<file path="config.mk">
export PLATFORM = sky130hd
export DESIGN_NAME = sbs_mod
export DESIGN_NICKNAME = d
export VERILOG_FILES = /design/src/rtl/sbs_pkg.sv /design/src/rtl/sbs_mod.sv
export SDC_FILE = /design/constraint.sdc
export NUM_CORES = 1
export LEC_CHECK = 0
export ABC_AREA = 1
export BUFFER_PORTS_ARGS = -buffer_cell sky130_fd_sc_hd__buf_2
export CAP_MARGIN = 30
export CELL_PAD_IN_SITES_DETAIL_PLACEMENT = 2
export CELL_PAD_IN_SITES_GLOBAL_PLACEMENT = 2
export CORE_AREA = 4 4 106 108
export DETAILED_ROUTE_END_ITERATION = 6
export DIE_AREA = 0 0 110 112
export PLACE_DENSITY_LB_ADDON = 0.1
export RECOVER_POWER = 50
export SKIP_LAST_GASP = 1
export SLEW_MARGIN = 20
export SYNTH_ARGS = -nofsm -noshare
export SYNTH_HDL_FRONTEND = slang
export SYNTH_SLANG_ARGS = --single-unit
</file>
<file path="constraint.sdc">
create_clock -name clk -period 3.3 [get_ports clk]
set_clock_uncertainty 0.15 [all_clocks]
set_input_delay 0.33 -clock clk [delete_from_list [all_inputs] [get_ports clk]]
set_output_delay 0.33 -clock clk [all_outputs]
set_load 0.02 [all_outputs]
</file>
<file path="src/rtl/sbs_pkg.sv">
// shared constants, register codes and remainder-unit request/status types
// for the sample background subtractor; no dependencies
`timescale 1ns / 1ps

package sbs_pkg;

  localparam int DEF_IMAGE_WIDTH  = 320;
  localparam int DEF_IMAGE_HEIGHT = 240;
  localparam int DEF_NUM_SAMPLES  = 20;

  localparam logic [31:0] LFSR_TAPS = 32'h8020_0003;
  localparam logic [31:0] LFSR_SEED = 32'h0000_0001;

  localparam int DVD_W = 32;
  localparam int DSR_W = 9;

  // register reset values
  localparam logic [7:0] RST_MATCH_RADIUS  = 8'd20;
  localparam logic [4:0] RST_MIN_MATCHES   = 5'd2;
  localparam logic [8:0] RST_UPDATE_FACTOR = 9'd16;
  localparam logic [4:0] RST_SAMPLE_COUNT  = 5'd20;
  localparam logic [7:0] RST_BG_VALUE      = 8'd0;
  localparam logic [7:0] RST_FG_VALUE      = 8'd255;

  typedef enum logic [2:0] {
    REG_MATCH_RADIUS  = 3'd0,
    REG_MIN_MATCHES   = 3'd1,
    REG_UPDATE_FACTOR = 3'd2,
    REG_SAMPLE_COUNT  = 3'd3,
    REG_BG_VALUE      = 3'd4,
    REG_FG_VALUE      = 3'd5
  } cfg_reg_t;

  typedef struct packed {
    logic             start;
    logic [DVD_W-1:0] dividend;
    logic [DSR_W-1:0] divisor;
  } div_req_t;

  typedef struct packed {
    logic             busy;
    logic             done;
    logic [DSR_W-1:0] rem;
  } div_stat_t;

endpackage

</file>
<file path="src/rtl/sbs_mod.sv">
// bit-serial remainder unit: 32-bit dividend modulo a 9-bit nonzero divisor,
// one quotient bit per cycle; uses sbs_pkg request/status types
`timescale 1ns / 1ps

module sbs_mod (
  input  logic               clk,
  input  logic               rst,
  input  sbs_pkg::div_req_t  req,
  output sbs_pkg::div_stat_t stat
);
  import sbs_pkg::*;

  localparam int CNT_W = $clog2(DVD_W);

  logic             busy;
  logic             done;
  logic [CNT_W-1:0] cnt;
  logic [DVD_W-1:0] dvd;
  logic [DSR_W-1:0] dsr;
  logic [DSR_W-1:0] rem;
  logic [DSR_W:0]   trial;
  logic [DSR_W-1:0] rem_next;

  // shift in the next dividend bit, subtract when it fits
  always_comb begin
    trial = {rem, dvd[DVD_W-1]};
    if (trial >= {1'b0, dsr}) begin
      rem_next = DSR_W'(trial - {1'b0, dsr});
    end else begin
      rem_next = trial[DSR_W-1:0];
    end
  end

  always_ff @(posedge clk) begin
    if (rst) begin
      busy <= 1'b0;
      done <= 1'b0;
    end else begin
      done <= 1'b0;
      if (req.start) begin
        busy <= 1'b1;
        cnt  <= '0;
        dvd  <= req.dividend;
        dsr  <= req.divisor;
        rem  <= '0;
      end else if (busy) begin
        rem <= rem_next;
        dvd <= {dvd[DVD_W-2:0], 1'b0};
        cnt <= cnt + 1'b1;
        if (cnt == CNT_W'(DVD_W - 1)) begin
          busy <= 1'b0;
          done <= 1'b1;
        end
      end
    end
  end

  assign stat.busy = busy;
  assign stat.done = done;
  assign stat.rem  = rem;

endmodule

</file>
==> results.toml <==
[drt]
dr.first_iter.drc_count = 106
drt_wl_total_um = 7450
antenna_left = 0
dr.pass1.iters = 4
viasPerCell = 4.40
wl_per_cell_um = 13.7
dr_total_vias = 2391
drcViolationCount = 0

[grt]
grtUsageTotal = 0.133
grt_pass1_vias = 2562
grt_pass1_wl_um = 12800
antenna_found_initial = 0
grt_max_degree = 47
overflow = 0

[setup_path]
crit_chain = "clkbuf_1, inv_1, clkbuf_1, nor2_1, clkbuf_1"
r2r-end = "rem[2]"
crit_path_end_kind = "register"
worst_path_most_repeated_cell = "clkbuf_1"
r2r_cells = 11
reg2reg_slack_ns = 1.07
critPathRequiredTime_ns = 3.16
r2r_start = "dvd[31]"
slowest_stage = "clkbuf_1"
slowest_delay_ns = 1.38
arrival_ns = 2.35
worstSetupPathType = "primary input to register"
start_kind = "primary input"
crit_path_start = "req[41]"
crit_fanout = 45

[floorplan]
rows = 37
coreArea_um2 = 10200
io_pins = 55
initial_core_util = 0.295
die_w_um = 110
die_h_um = 112
die_area_um2 = 12300

[synthesis]
yosys_warnings = 0
ys_seq_area_frac = 0.560
synth-main-ff-cell = "edfxtp_1"
synth_seq_cells = 57
syn_avg_cell_area_um2 = 8.94
synthCells = 338
synth_edf_count = 55
syn_area_um2 = 3020
synthArstFlopShare = 0
syn_nets = 394
ys_types = 29

[timing]
fin_tns_setup_ns = 0
slew_headroom = -0.261
hold_violations = 0
clock.fmax_mhz = 402
setup_ws_ns = 0.810
min_period_ns = 2.49
worst_pin_slew_ns = 1.89
fin_crit_sh = 0.755
rsz0062_at_grt = "no"
finalMaxSlewViolations = 46
setup-violations-final = 0

[cts]
clock_latency_ns = 0.34
cts_buffers = 9
cts_resized = 0
clock_sinks = 57
cts_root_buf = "clkbuf_8"
clkTransAtPathRegs_ns = 0.07
cts_max_level = 3
cts_tree = "done"
clk_path_buf_depth = 2

[min_path]
hold_depth = 1
hold_path_end = "dsr[7]"
min_from = "req[7]"
hp-class = "primary input to register"

[layout]
drive_gt1_frac = 0.211
fin_cells = 544
mostFrequentLayoutCell = "nand2_1"
final_nets = 459
syn2layout_area_growth_pct = 21.5
n_antenna_cell = 0
final_cell_mix = "141 x nand2_1, 55 x edfxtp_1, 46 x buf_2, 41 x inv_1, 24 x nor2_1"

[status]
status = "finished, violations left"
violations = "capacitance limit, slew limit"

[pwr]
irDropWorstVdd_v = 0.000214
power_density_nw_per_um2 = 523
power.static_leakage_uw = 0.00174

[placed_design]
dp_slack_ns = 1.07
hpwl_um = 5490
dp.cells = 522
portBuffers = 54
place_congestion = 0.780

[job]
maxCapViolations = 1
## timing repair
action                                  4_1_cts  5_1_grt
setup buffers                                 0        0
hold buffers                                  5        1
endpoints found under the setup margin        0        0
endpoints found under the hold margin         5        1
## flip-flops by register name, summed over array words and instances (netlist names)
register / cells
dsr: 9
busy: 1
dvd: 32
rem: 9
cnt: 5
done: 1
## per-layer routing
layer / track usage / vias to the layer above / share of wire
li1: - / 1191 / -
met2: 0.212 / 40 / 0.48
met4: 0.0399 / 0 / 0.011
met5: 0 / - / 0
met3: 0.0301 / 8 / 0.031
met1: 0.177 / 1152 / 0.48
## metrics by stage
step	total power, µW	area [µm²]	hold WS (ns)	utilization
6_report	1920	3670	0.0306	0.359
3_3_place_gp	1290	3450	0.342	0.337
5_1_grt	2050	3670	0.00839	0.359
4_1_cts	1960	3680	0.00383	0.360
3_5_place_dp	1300	3450	0.354	0.337
2_1_floorplan	1170	3030	0.279	-
## cells by family (layout without fill, tap and decap cells)
| kind of cell | count (synthesis) | count (layout) | share of synthesized area |
|---|---|---|---|
| DFF | 57 | 57 | 0.560 |
| AOI/OAI and AO/OA | 8 | 8 | 0.0149 |
| buffers and inverters | 56 | 126 | 0.0762 |
| and+or+nand+nor | 202 | 202 | 0.289 |
| xor gates and xnor gates | 3 | 3 | 0.00869 |
| adders and majority gates | 12 | 12 | 0.0522 |
## synthesized netlist by cell type (2+ instances only)
master	n	area, µm²
nand2_1	141	529
edfxtp_1	55	1650
inv_1	40	150
nor2_1	24	90.1
nand3_1	17	85.1
ha_1	11	138
inv_2	6	22.5
nand2_2	6	37.5
a21oi_1	5	25.0
nor2_2	5	31.3
buf_2	4	20.0
buf_4	2	15.0
clkbuf_1	2	7.51
dfxtp_1	2	40.0
nand2_4	2	22.5
nor2_4	2	22.5
xor2_1	2	17.5
## where the power goes
| part | internal [µW] | switching (µW) |
|---|---|---|
| registers | 867 | 26.4 |
| logic | 137 | 249 |
| clock network | 344 | 297 |
| total | 1350 | 572 |
## cell type report
cell class / instances / area [µm²]
clock inverter: 6 / 58.8
fill: 1183 / 6560
tap: 136 / 170
clock buffer: 10 / 128
multi-input combinational: 225 / 1110
sequential: 57 / 1690
inverter: 46 / 173
timing repair buffer: 64 / 339
## worst max path at each step
stage / slack (ns) / endpoint / cells after the start
CTS: 1.05 / rem[2] / 11
finish: 0.81 / dsr[6] / 5
global placement: 1.15 / rem[7] / 11
global route: 0.50 / dsr[6] / 5
detailed placement: 1.07 / rem[2] / 11
floorplan: 0.62 / cnt[0] / 4
## worst max-delay path, delay by kind of cell
family | cells | cell delay (ns)
buffers and inverters | 4 | 1.94
and+or+nand+nor | 1 | 0.06
No activity file was read; power rests on OpenSTA's default activity.
